==> config.mk <==
export PLATFORM = sky130hd
export DESIGN_NAME = assembly_source_tokenizer
export DESIGN_NICKNAME = d
export VERILOG_FILES = /design/src/hdl/ast_pkg.sv /design/src/hdl/assembly_source_tokenizer.sv
export SDC_FILE = /design/constraint.sdc
export NUM_CORES = 1
export LEC_CHECK = 0
export BUFFER_PORTS_ARGS = -buffer_cell sky130_fd_sc_hd__buf_2
export CAP_MARGIN = 10
export CORE_ASPECT_RATIO = 0.7
export CORE_MARGIN = 2
export CORE_UTILIZATION = 25
export CTS_CLUSTER_DIAMETER = 100
export DETAILED_ROUTE_END_ITERATION = 10
export GPL_TIMING_DRIVEN = 0
export REMOVE_ABC_BUFFERS = 1
export SLEW_MARGIN = 5
export SYNTH_ARGS = -nofsm -noshare
export SYNTH_HDL_FRONTEND = slang
export SYNTH_SLANG_ARGS = --single-unit
==> constraint.sdc <==
create_clock -name i_clk -period 11.6 [get_ports i_clk]
set_clock_uncertainty 0.1 [all_clocks]
set_input_delay 0.58 -clock i_clk [delete_from_list [all_inputs] [get_ports i_clk]]
set_output_delay 0.58 -clock i_clk [all_outputs]
set_load 0.05 [all_outputs]
==> src/hdl/ast_pkg.sv <==
// ----------------------------------------------------------------------------
// ast_pkg
// Shared types, character codes and token kinds for the source tokenizer.
// ----------------------------------------------------------------------------
package ast_pkg;

    localparam int OFFSET_BITS_DEF = 16;
    localparam int OUT_OFS_W       = 16;
    localparam int KIND_W          = 5;
    localparam int ERR_W           = 3;
    localparam int TDATA_W         = 40;
    localparam int PAD_W           = TDATA_W - 2 * OUT_OFS_W - ERR_W;

    typedef enum logic [2:0] {
        MODE_IDLE    = 3'd0,
        MODE_IDENT   = 3'd1,
        MODE_NUMBER  = 3'd2,
        MODE_STRING  = 3'd3,
        MODE_COMMENT = 3'd4,
        MODE_TAIL    = 3'd5,
        MODE_ERROR   = 3'd6
    } t_mode;

    localparam logic [KIND_W-1:0] K_IDENT  = 5'd0;
    localparam logic [KIND_W-1:0] K_LABEL  = 5'd1;
    localparam logic [KIND_W-1:0] K_STRING = 5'd2;
    localparam logic [KIND_W-1:0] K_NUMBER = 5'd3;
    localparam logic [KIND_W-1:0] K_NONE   = 5'd0;
    localparam logic [KIND_W-1:0] K_BREAK  = 5'd22;
    localparam logic [KIND_W-1:0] K_END    = 5'd23;
    localparam logic [KIND_W-1:0] K_ERROR  = 5'd24;

    localparam logic [ERR_W-1:0] E_NONE      = 3'd0;
    localparam logic [ERR_W-1:0] E_UNKNOWN   = 3'd1;
    localparam logic [ERR_W-1:0] E_DIRECTIVE = 3'd2;
    localparam logic [ERR_W-1:0] E_BAD_NUM   = 3'd3;
    localparam logic [ERR_W-1:0] E_UNCLOSED  = 3'd4;
    localparam logic [ERR_W-1:0] E_ESC_QUOTE = 3'd5;

    localparam logic [7:0] C_NUL       = 8'h00;
    localparam logic [7:0] C_TAB       = 8'h09;
    localparam logic [7:0] C_LF        = 8'h0A;
    localparam logic [7:0] C_VT        = 8'h0B;
    localparam logic [7:0] C_FF        = 8'h0C;
    localparam logic [7:0] C_CR        = 8'h0D;
    localparam logic [7:0] C_SPACE     = 8'h20;
    localparam logic [7:0] C_QUOTE     = 8'h22;
    localparam logic [7:0] C_PERCENT   = 8'h25;
    localparam logic [7:0] C_COLON     = 8'h3A;
    localparam logic [7:0] C_SEMI      = 8'h3B;
    localparam logic [7:0] C_BACKSLASH = 8'h5C;
    localparam logic [7:0] C_UNDER     = 8'h5F;

    typedef struct packed {
        logic [KIND_W-1:0]    kind;
        logic [OUT_OFS_W-1:0] start;
        logic [OUT_OFS_W-1:0] length;
        logic [ERR_W-1:0]     err;
        logic                 last;
    } t_result;

    // one-character token kind, K_NONE when the byte is not one
    function automatic logic [KIND_W-1:0] single_kind(input logic [7:0] c);
        logic [KIND_W-1:0] k;
        begin
            unique case (c)
                8'h23:   k = 5'd4;   // #
                8'h21:   k = 5'd5;   // !
                8'h2B:   k = 5'd6;   // +
                8'h2D:   k = 5'd7;   // -
                8'h2A:   k = 5'd8;   // *
                8'h2F:   k = 5'd9;   // /
                8'h2C:   k = 5'd10;  // ,
                8'h3B:   k = 5'd11;  // ;
                8'h3A:   k = 5'd12;  // :
                8'h3D:   k = 5'd13;  // =
                8'h3E:   k = 5'd14;  // >
                8'h3C:   k = 5'd15;  // <
                8'h28:   k = 5'd16;  // (
                8'h29:   k = 5'd17;  // )
                8'h5B:   k = 5'd18;  // [
                8'h5D:   k = 5'd19;  // ]
                8'h7B:   k = 5'd20;  // {
                8'h7D:   k = 5'd21;  // }
                default: k = K_NONE;
            endcase
            return k;
        end
    endfunction

    function automatic t_result mk_result(input logic [KIND_W-1:0] kind,
                                          input logic [OUT_OFS_W-1:0] start,
                                          input logic [OUT_OFS_W-1:0] length,
                                          input logic [ERR_W-1:0] err);
        t_result r;
        begin
            r.kind   = kind;
            r.start  = start;
            r.length = length;
            r.err    = err;
            r.last   = 1'b0;
            return r;
        end
    endfunction

endpackage

==> src/hdl/assembly_source_tokenizer.sv <==
// ----------------------------------------------------------------------------
// assembly_source_tokenizer
// Byte-stream tokenizer for assembly source: identifiers, labels, numbers,
// strings, one-character tokens, line breaks, end and error tokens.
// ----------------------------------------------------------------------------
// A token is written into the result queue when its byte is accepted; m_axis reads the queue head.
// Throughput: one byte per cycle while the queue has room; a byte that causes
// two tokens writes both at once into the four-entry result queue.
// Input is taken while the queue has room for two tokens.
// Reset (synchronous, i_rst_n low) clears the scan state and empties the queue.
module assembly_source_tokenizer #(
    parameter int OFFSET_BITS = ast_pkg::OFFSET_BITS_DEF
) (
    input  logic                        i_clk,
    input  logic                        i_rst_n,
    input  logic                        s_axis_tvalid,
    output logic                        s_axis_tready,
    input  logic [7:0]                  s_axis_tdata,   // [7:0] text_byte
    output logic                        m_axis_tvalid,
    input  logic                        m_axis_tready,
    // [15:0] token_start, [31:16] token_length, [34:32] error_code
    output logic [ast_pkg::TDATA_W-1:0] m_axis_tdata,
    output logic [ast_pkg::KIND_W-1:0]  m_axis_tuser,   // [4:0] token_kind
    output logic                        m_axis_tlast    // last_of_item
);
    import ast_pkg::*;

    localparam int DEPTH = 4;
    localparam int PTR_W = 2;

    t_mode                  r_mode, n_mode;
    logic [OFFSET_BITS-1:0] r_pos, n_pos;
    logic [OFFSET_BITS-1:0] r_begin, n_begin;
    logic                   r_esc, n_esc;
    logic                   r_bs, n_bs;
    logic                   r_prev_break, n_prev_break;
    logic                   r_any, n_any;

    t_result                r_fifo [DEPTH];
    logic [PTR_W-1:0]       r_wr_ptr, r_rd_ptr;
    logic [PTR_W:0]         r_count, n_count;

    logic                   w_accept, w_pop;
    logic [7:0]             c;
    logic                   w_nul, w_lf, w_cr, w_space, w_digit, w_alpha, w_ident_c;
    logic [KIND_W-1:0]      w_single;
    logic [OFFSET_BITS-1:0] w_span, w_pos_p1;
    logic [OUT_OFS_W-1:0]   w_pos16, w_begin16, w_span16;

    t_result                w_res [2];
    logic [1:0]             w_n;

    assign w_accept = s_axis_tvalid && s_axis_tready;
    assign w_pop    = m_axis_tvalid && m_axis_tready;
    assign c        = s_axis_tdata;

    assign w_nul     = (c == C_NUL);
    assign w_lf      = (c == C_LF);
    assign w_cr      = (c == C_CR);
    assign w_space   = (c == C_SPACE) || (c == C_TAB) || w_lf || (c == C_VT)
                       || (c == C_FF) || w_cr;
    assign w_digit   = (c >= 8'h30) && (c <= 8'h39);
    assign w_alpha   = ((c >= 8'h61) && (c <= 8'h7A)) || ((c >= 8'h41) && (c <= 8'h5A));
    assign w_ident_c = w_alpha || w_digit || (c == C_UNDER);
    assign w_single  = single_kind(c);

    assign w_span    = r_pos - r_begin;
    assign w_pos_p1  = r_pos + OFFSET_BITS'(1);
    assign w_pos16   = OUT_OFS_W'(r_pos);
    assign w_begin16 = OUT_OFS_W'(r_begin);
    assign w_span16  = OUT_OFS_W'(w_span);

    // next scan state
    always_comb begin
        logic disp;
        n_mode  = r_mode;
        n_begin = r_begin;
        n_esc   = r_esc;
        n_bs    = r_bs;
        n_pos   = r_pos;
        disp    = 1'b0;
        if (w_accept) begin
            n_pos = w_pos_p1;
            if (w_nul) begin
                n_mode  = MODE_IDLE;
                n_begin = '0;
                n_esc   = 1'b0;
                n_bs    = 1'b0;
                n_pos   = '0;
            end else begin
                unique case (r_mode)
                    MODE_IDENT: begin
                        if (!w_ident_c) begin
                            if (c == C_COLON) n_mode = MODE_IDLE;
                            else disp = 1'b1;
                        end
                    end
                    MODE_NUMBER: begin
                        if (!w_digit) begin
                            if (w_space || (w_single != K_NONE)) disp = 1'b1;
                            else n_mode = MODE_ERROR;
                        end
                    end
                    MODE_STRING: begin
                        if (r_bs && (c == C_QUOTE)) begin
                            n_esc = ~r_esc;
                            n_bs  = 1'b0;
                        end else if (c == C_QUOTE) begin
                            n_mode = r_esc ? MODE_ERROR : MODE_IDLE;
                        end else begin
                            n_bs = (c == C_BACKSLASH);
                        end
                    end
                    MODE_COMMENT: begin
                        if (w_lf || w_cr) n_mode = MODE_TAIL;
                    end
                    MODE_TAIL: begin
                        if (!(w_lf || w_cr)) disp = 1'b1;
                    end
                    MODE_ERROR: ;
                    default: disp = 1'b1;
                endcase
                if (disp) begin
                    n_mode = MODE_IDLE;
                    if (w_space) begin
                        n_mode = MODE_IDLE;
                    end else if (w_alpha || (c == C_UNDER)) begin
                        n_mode  = MODE_IDENT;
                        n_begin = r_pos;
                    end else if (w_digit) begin
                        n_mode  = MODE_NUMBER;
                        n_begin = r_pos;
                    end else if (c == C_QUOTE) begin
                        n_mode  = MODE_STRING;
                        n_begin = w_pos_p1;
                        n_esc   = 1'b0;
                        n_bs    = 1'b0;
                    end else if (c == C_SEMI) begin
                        n_mode = MODE_COMMENT;
                    end else if (c == C_PERCENT) begin
                        n_mode = MODE_ERROR;
                    end else if (w_single == K_NONE) begin
                        n_mode = MODE_ERROR;
                    end
                end
            end
        end
    end

    // tokens produced by the accepted byte
    always_comb begin
        logic disp;
        logic pre;
        logic eff_any, eff_prev;
        w_res[0] = mk_result(K_END, '0, '0, E_NONE);
        w_res[1] = mk_result(K_END, '0, '0, E_NONE);
        w_n      = 2'd0;
        disp     = 1'b0;
        pre      = 1'b0;
        eff_any  = 1'b0;
        eff_prev = 1'b0;
        if (w_accept) begin
            if (w_nul) begin
                if (r_mode == MODE_IDENT) begin
                    w_res[0] = mk_result(K_IDENT, w_begin16, w_span16, E_NONE);
                    w_n      = 2'd1;
                end else if (r_mode == MODE_NUMBER) begin
                    w_res[0] = mk_result(K_NUMBER, w_begin16, w_span16, E_NONE);
                    w_n      = 2'd1;
                end else if (r_mode == MODE_STRING) begin
                    w_res[0] = mk_result(K_ERROR, w_pos16, '0,
                                         r_bs ? E_ESC_QUOTE : E_UNCLOSED);
                    w_n      = 2'd1;
                end
                w_res[w_n[0]] = mk_result(K_END, w_pos16, '0, E_NONE);
                w_n           = w_n + 2'd1;
            end else begin
                unique case (r_mode)
                    MODE_IDENT: begin
                        if (!w_ident_c) begin
                            w_res[0] = mk_result((c == C_COLON) ? K_LABEL : K_IDENT,
                                                 w_begin16, w_span16, E_NONE);
                            w_n      = 2'd1;
                            pre      = 1'b1;
                            disp     = (c != C_COLON);
                        end
                    end
                    MODE_NUMBER: begin
                        if (!w_digit) begin
                            if (w_space || (w_single != K_NONE)) begin
                                w_res[0] = mk_result(K_NUMBER, w_begin16, w_span16, E_NONE);
                                pre      = 1'b1;
                                disp     = 1'b1;
                            end else begin
                                w_res[0] = mk_result(K_ERROR, w_pos16, '0, E_BAD_NUM);
                            end
                            w_n = 2'd1;
                        end
                    end
                    MODE_STRING: begin
                        if (!r_bs && (c == C_QUOTE)) begin
                            w_res[0] = r_esc ? mk_result(K_ERROR, w_pos16, '0, E_ESC_QUOTE)
                                             : mk_result(K_STRING, w_begin16, w_span16,
                                                         E_NONE);
                            w_n      = 2'd1;
                        end
                    end
                    MODE_COMMENT: ;
                    MODE_TAIL: disp = !(w_lf || w_cr);
                    MODE_ERROR: ;
                    default: disp = 1'b1;
                endcase
                eff_any  = r_any | pre;
                eff_prev = r_prev_break & ~pre;
                if (disp) begin
                    if (w_lf) begin
                        if (eff_any && !eff_prev) begin
                            w_res[w_n[0]] = mk_result(K_BREAK, w_pos16, 16'd1, E_NONE);
                            w_n           = w_n + 2'd1;
                        end
                    end else if (w_space || w_alpha || w_digit || (c == C_UNDER)
                                 || (c == C_QUOTE) || (c == C_SEMI)) begin
                        w_n = w_n;
                    end else if (c == C_PERCENT) begin
                        w_res[w_n[0]] = mk_result(K_ERROR, w_pos16, '0, E_DIRECTIVE);
                        w_n           = w_n + 2'd1;
                    end else if (w_single != K_NONE) begin
                        w_res[w_n[0]] = mk_result(w_single, w_pos16, 16'd1, E_NONE);
                        w_n           = w_n + 2'd1;
                    end else begin
                        w_res[w_n[0]] = mk_result(K_ERROR, w_pos16, '0, E_UNKNOWN);
                        w_n           = w_n + 2'd1;
                    end
                end
            end
            if (w_n == 2'd1) w_res[0].last = 1'b1;
            if (w_n == 2'd2) w_res[1].last = 1'b1;
        end
    end

    // line-break bookkeeping follows the tokens in order
    always_comb begin
        n_prev_break = r_prev_break;
        n_any        = r_any;
        if (w_accept) begin
            if (w_nul) begin
                n_prev_break = 1'b0;
                n_any        = 1'b0;
            end else begin
                for (int i = 0; i < 2; i++) begin
                    if (i < int'(w_n)) begin
                        if (w_res[i].kind == K_BREAK) begin
                            n_prev_break = 1'b1;
                        end else if (w_res[i].kind != K_ERROR && w_res[i].kind != K_END) begin
                            n_prev_break = 1'b0;
                            n_any        = 1'b1;
                        end
                    end
                end
            end
        end
    end

    assign n_count = r_count + (PTR_W+1)'(w_n) - (PTR_W+1)'(w_pop);

    always_ff @(posedge i_clk) begin
        if (!i_rst_n) begin
            r_mode       <= MODE_IDLE;
            r_pos        <= '0;
            r_begin      <= '0;
            r_esc        <= 1'b0;
            r_bs         <= 1'b0;
            r_prev_break <= 1'b0;
            r_any        <= 1'b0;
            r_wr_ptr     <= '0;
            r_rd_ptr     <= '0;
            r_count      <= '0;
        end else begin
            r_mode       <= n_mode;
            r_pos        <= n_pos;
            r_begin      <= n_begin;
            r_esc        <= n_esc;
            r_bs         <= n_bs;
            r_prev_break <= n_prev_break;
            r_any        <= n_any;
            r_wr_ptr     <= r_wr_ptr + PTR_W'(w_n);
            r_rd_ptr     <= r_rd_ptr + PTR_W'(w_pop);
            r_count      <= n_count;
        end
    end

    always_ff @(posedge i_clk) begin
        if (w_n != 2'd0) r_fifo[r_wr_ptr] <= w_res[0];
        if (w_n == 2'd2) r_fifo[r_wr_ptr + PTR_W'(1)] <= w_res[1];
    end

    assign s_axis_tready = (r_count <= (PTR_W+1)'(DEPTH - 2));
    assign m_axis_tvalid = (r_count != '0);
    assign m_axis_tdata  = {{PAD_W{1'b0}}, r_fifo[r_rd_ptr].err, r_fifo[r_rd_ptr].length,
                            r_fifo[r_rd_ptr].start};
    assign m_axis_tuser  = r_fifo[r_rd_ptr].kind;
    assign m_axis_tlast  = r_fifo[r_rd_ptr].last;

    a_count_bound: assert property (@(posedge i_clk) disable iff (!i_rst_n)
        r_count <= (PTR_W+1)'(DEPTH))
        else $error("result queue overflow");

    a_nul_restart: assert property (@(posedge i_clk) disable iff (!i_rst_n)
        (w_accept && w_nul) |=> (r_pos == '0) && (r_mode == MODE_IDLE) && !r_any)
        else $error("end of text did not restart scan state");

    a_nul_gives_end: assert property (@(posedge i_clk) disable iff (!i_rst_n)
        (w_accept && w_nul) |-> (w_n != 2'd0) && w_res[w_n[0] ^ 1'b1].last)
        else $error("end of text produced no closing token");

    a_error_silent: assert property (@(posedge i_clk) disable iff (!i_rst_n)
        (w_accept && !w_nul && r_mode == MODE_ERROR) |-> (w_n == 2'd0))
        else $error("tokens produced after latched error");

    a_end_is_last: assert property (@(posedge i_clk) disable iff (!i_rst_n)
        (m_axis_tvalid && m_axis_tuser == K_END) |-> m_axis_tlast)
        else $error("end token not marked last");

endmodule
### Word level (Yosys, flattened, before mapping)

Memory sizes are Yosys's and may differ from the RTL's. A register that Yosys moved wholly into a read port is not among the register bits.
Cells that the tools add are included.

| word-level totals | value |
|---|---|
| memory bits (read-only) | 0 |
| output and inout bits | 48 |
| latch bits | 0 |
| memories kept | 1 |
| register bits | 46 |
| RAM bits | 164 |

| cells by class | value |
|---|---|
| $mul | 0 |
| add/subtract/negate cells | 9 |
| div/mod/pow operators | 0 |
| shift operators | 0 |
| reduce and logical (&&, ||, !) cells | 42 |
| bitwise operators | 6 |
| order comparisons | 13 |
| eq/ne operators | 52 |
| mux-type cells | 130 |

Memory list:

| name | depth | bits a word | read ports | clocked after Yosys merged registers in | write ports | RTL line | RTL |
|---|---|---|---|---|---|---|---|
| r_fifo | 4 | 41 | 1 | 1 | 2 | assembly_source_tokenizer.sv:39 | `t_result r_fifo [DEPTH];` |

Operators by type and width:

| cell | number |
|---|---|
| $mux W82 | 8 |
| $mux W41 | 13 |
| $bwmux W82 | 5 |
| $eq A8 B6 Y1 const B | 17 |
| $pmux W41 S3 | 1 |
| $mux W16 | 7 |
| $pmux W5 S18 | 1 |
| $demux W41 S1 | 2 |
| $mux W1 | 58 |
| $mux W3 | 17 |
| $eq A8 B7 Y1 const B | 6 |
| $eq A8 B4 Y1 const B | 5 |
| $mux W40 | 1 |
| $mux W2 | 12 |
| $ne A4 B4 Y1 const B | 5 |
| $ne A5 B5 Y1 const B | 4 |
| $add A16 B1 Y16 const B | 1 |
| $ge A8 B7 Y1 const B | 2 |
| $le A8 B7 Y1 const B | 2 |
| $logic_or A1 B1 Y1 | 16 |
| $sub A16 B16 Y16 | 1 |
| $logic_and A1 B1 Y1 | 12 |
| $pmux W3 S4 | 1 |
| $eq A5 B5 Y1 const B | 2 |
| other kinds (37) | 53 |

### Longest topological paths before layout

| logic depth | value |
|---|---|
| depth in word-level cells | 33 |
| gate-level depth with buffers | 20 |

### Worst setup path after synthesis

OpenSTA, ideal clock, no wires.

| timing | value |
|---|---|
| path type | input to register |
| start | input s_axis_tdata[6] |
| end | memory r_fifo[0][0] (netlist bit), enable pin |
| setup slack | 5070 ps |
| required time | 10999 ps |
| library setup time | 501 ps |
| stages on the path | 13 |
| arrival | 5929 ps |
| cell sequence | buf_2 or4b_1 clkbuf_1 o32ai_1 a21o_1 o21bai_2 nand3_1 ha_1 and3_1 a21oi_1 a211oi_2 o31ai_1 o31ai_1 |

RTL lines:

| element | RTL line | RTL |
|---|---|---|
| start, declared | assembly_source_tokenizer.sv:18 | `input logic [7:0] s_axis_tdata,` |
| end, declared | assembly_source_tokenizer.sv:39 |  |

==> results.json <==
{
  "status": "completed",
  "syn_area_mm2": 0.01217,
  "cellLeakagePower_nw": 4.832,
  "top_layer": "met4",
  "rsz0062_at_grt": "no",
  "antenna_found_initial": 0,
  "holdPathEnd": "r_begin[2]",
  "clkTransAtPathRegs_ns": 0.06,
  "cts_setup_buffers": 0,
  "drt_wl_total_um": 33610,
  "fill_cells": 4984,
  "clk_latency_ns": 0.53,
  "cts_resized": 0,
  "die_width_um": 267.8,
  "start_util_pct": 25.39,
  "clock_sinks": 210,
  "core_mm2": 0.04795,
  "layoutNonFillerInstCount": 1910,
  "cts_tree": "built",
  "numCtsBuffers": 24,
  "timing.final.crit_share_pct": 50.17,
  "min_path_type": "flip-flop to flip-flop",
  "worst_path_max_delay_cell": "o21a_1",
  "seq_area_mm2": 0.005851,
  "slew_headroom_pct": 23.96,
  "yosys_warnings": 0,
  "nNetsFinal": 1274,
  "hold_buffers": 0,
  "crit_required_ns": 11.70,
  "critical_path_class": "input pin to flip-flop",
  "power_density_mw_per_mm2": 204.6,
  "syn_area_per_cell_um2": 9.874,
  "maxCapViolCount": 0,
  "drive_above_1_share_pct": 14.66,
  "ant_nets": 0,
  "critPathCaptureType": "flip-flop",
  "min_path_cells": 2,
  "synth_edf_count": 164,
  "h-tree-depth": 1,
  "hold_slack_ns": 0.4089,
  "vias": 9525,
  "period_minus_slack_ns": 5.820,
  "clock_path_buffers": 3,
  "wl_met1_um": 15790,
  "dr_wl_met3_um": 2464,
  "dieArea_mm2": 0.05051,
  "hold_start": "r_begin[2]",
  "grt_start_max_net_pins": 47,
  "vias_per_cell": 4.987,
  "wl_per_cell_um": 17.60,
  "hold_viol_final": 0,
  "routabilityCongestion": 0.8624,
  "r2r-start": "r_mode[0]",
  "path_max_fanout": 34,
  "power_mw": 2.880,
  "hpwl_um": 23580,
  "reg2reg_slack_ns": 6.55,
  "drv_slew": 0,
  "routed-wl-met2_um": 14790,
  "synthCells": 1233,
  "firstDrtPassIters": 5,
  "max_slew.worst_pin.slew_ns": 1.136,
  "crit_chain": "buf_2, nand2_1, o311ai_0, o21a_1, nand2_1, nand3_1, ha_1, and3_1, a21oi_1, a211oi_2, o21ai_2, a211oi_2, nand2_1, nor2_4, buf_12, a21o_2, buf_12",
  "num_rows": 67,
  "die_height_um": 188.6,
  "grt_pass1_vias": 9160,
  "port_buffers": 54,
  "pre_cts_ws_ns": 5.359,
  "antenna_cells": 0,
  "syn_to_final_growth_pct": 15.64,
  "io_pins": 60,
  "grt_overflow": 0,
  "multi_input_area_mm2": 0.005837,
  "cp_slowest_stage_delay_ns": 0.82,
  "grt_usage_pct": 13.28,
  "ys_ff_latch": 210,
  "post-route-drc-count": 0,
  "crit_arrival_ns": 5.92,
  "setup_viol": 0,
  "root_buffer": "clkbuf_16",
  "dp.cells": 1866,
  "start_kind": "input pin",
  "fmax_mhz": 171.8,
  "grt_pass1_wl_um": 53170,
  "seq_area_frac_synth_pct": 48.02,
  "postSynth.asyncResetShare_pct": 0,
  "cpMostUsedCell": "nand2_1",
  "synth_cell_type_count": 79,
  "r2r_cells": 16,
  "r2r_end": "r_fifo[2][28]",
  "ys.flop_type": "edfxtp_1",
  "setup_slack_ns": 5.781,
  "drt_iter0_drc": 1049,
  "max-vdd-ir-drop_mv": 0.08022
}
[registers in the layout (all words and copies together), names as in the netlist]
signal,flops
r_mode,3
r_rd_ptr,2
r_count,3
r_pos,16
r_any,1
r_bs,1
r_fifo,164
r_prev_break,1
r_begin,16
r_wr_ptr,2
r_esc,1
[per-stage QoR]
step	util (%)	cell area [um^2]	setup TNS, ns
3_3_place_gp	26.75	12830	-32.48
4_1_cts	29.36	14080	0
2_1_floorplan	-	11740	0
5_1_grt	29.36	14080	0
3_5_place_dp	27.85	13360	0
6_report	29.36	14080	0
[cell usage in the layout (no fill, tap or decap), types with 4 or more instances in the layout]
| cell | count |
|---|---|
| nand2b_1 | 8 |
| buf_6 | 4 |
| xnor2_1 | 15 |
| o31ai_1 | 4 |
| nand2_1 | 123 |
| mux4_2 | 41 |
| o21ai_0 | 119 |
| and2_1 | 17 |
| and3_1 | 16 |
| nor3_1 | 42 |
| a21o_1 | 5 |
| inv_1 | 31 |
| o21ai_1 | 15 |
| a22oi_1 | 6 |
| nor2_4 | 4 |
| a21oi_1 | 64 |
| or3_1 | 7 |
| nor2b_1 | 35 |
| buf_16 | 9 |
| mux2i_1 | 20 |
| conb_1 | 5 |
| and2_2 | 4 |
| ha_1 | 23 |
| nor2_1 | 113 |
| buf_12 | 6 |
| nand3_1 | 92 |
| buf_2 | 54 |
| o211ai_1 | 4 |
| clkbuf_16 | 25 |
| or2_2 | 6 |
| clkbuf_1 | 11 |
| xor2_1 | 21 |
| edfxtp_1 | 164 |
| dfxtp_1 | 44 |
[how the worst max path moves through the flow]
| stage | from | to | slack (ns) | cells past startpoint |
|---|---|---|---|---|
| final | s_axis_tdata[2] | r_fifo[2][28] | 5.78 | 17 |
| after global routing | s_axis_tdata[2] | r_fifo[2][26] | 5.33 | 17 |
| after CTS | s_axis_tdata[2] | r_fifo[2][28] | 5.87 | 17 |
| after detailed placement | s_axis_tdata[2] | r_fifo[2][15] | 5.36 | 17 |
| after global placement | s_axis_tdata[6] | r_fifo[0][17] | -0.80 | 5 |
| after floorplan | s_axis_tdata[6] | r_fifo[0][0] | 4.13 | 4 |
[synthesized netlist by cell type (3+ instances only)]
cell	instances	area, um^2
a211oi_1	3	22.52
a21boi_0	3	22.52
a21o_1	6	45.04
a21oi_1	65	325.3
a22oi_1	6	45.04
a31oi_1	4	25.02
and2_1	20	125.1
and3_1	16	100.1
buf_1	9	33.78
buf_2	19	95.09
buf_4	8	60.06
clkbuf_1	64	240.2
dfxtp_1	46	920.9
edfxtp_1	164	4925
ha_1	23	287.8
inv_1	31	116.4
mux2i_1	20	200.2
mux4_2	41	923.4
nand2_1	123	461.7
nand2b_1	8	50.05
nand3_1	92	460.4
nand3b_1	3	22.52
nand4_1	3	18.77
nor2_1	115	431.7
nor2b_1	35	219.0
nor3_1	43	215.2
nor3b_1	3	22.52
nor4_1	3	18.77
nor4b_1	3	26.28
o211ai_1	4	30.03
o21a_1	3	22.52
o21ai_0	119	595.6
o21ai_1	16	80.08
o31a_1	3	26.28
o31ai_1	5	37.54
o32ai_1	3	26.28
or2_2	6	37.54
or3_1	7	43.79
xnor2_1	15	131.4
xor2_1	21	183.9
[logic make-up (layout without fill, tap and decap cells)]
logic type	after synthesis	in the layout	synth area share (%)
AND/OR/NAND/NOR	495	495	19.54
AO/OA/AOI/OAI	271	271	13.21
flip-flops	210	210	48.02
buffers and inverters	134	152	4.697
multiplexers	61	61	9.229
XOR/XNOR	36	36	2.590
adder cells (fa/ha/maj)	25	25	2.693
other	1	5	0.03080
[worst max-delay path: cells and delay by family]
| family | cells | cell delay (ns) |
|---|---|---|
| AND/OR/NAND/NOR | 6 | 1.39 |
| AO/OA/AOI/OAI | 7 | 2.90 |
| buffers and inverters | 3 | 0.85 |
| adder cells (fa/ha/maj) | 1 | 0.17 |
[area by class of cell]
type                    instances  area share (%)
clock inverters                 7          0.3022
clock buffers                  37           4.835
multi-input cells             893           41.46
repair buffers                 76           5.172
well taps                     655           5.821
flip-flops and latches        210           41.56
inverters                      32          0.8532
[where the power goes]
group          switching [mW]  leakage [nW]  internal [mW]
clock network           0.309         0.354          0.405
registers              0.0650          1.92          0.938
logic                   0.800          2.55          0.363
total                    1.17          4.83           1.71
[layer usage]
layer | vias to the layer above | track usage, %
li1 | 4513 | -
met2 | 306 | 20.13
met1 | 4671 | 19.55
met5 | - | 0
met4 | 0 | 2.621
met3 | 35 | 2.640
Power figures use the tool's default switching activity.
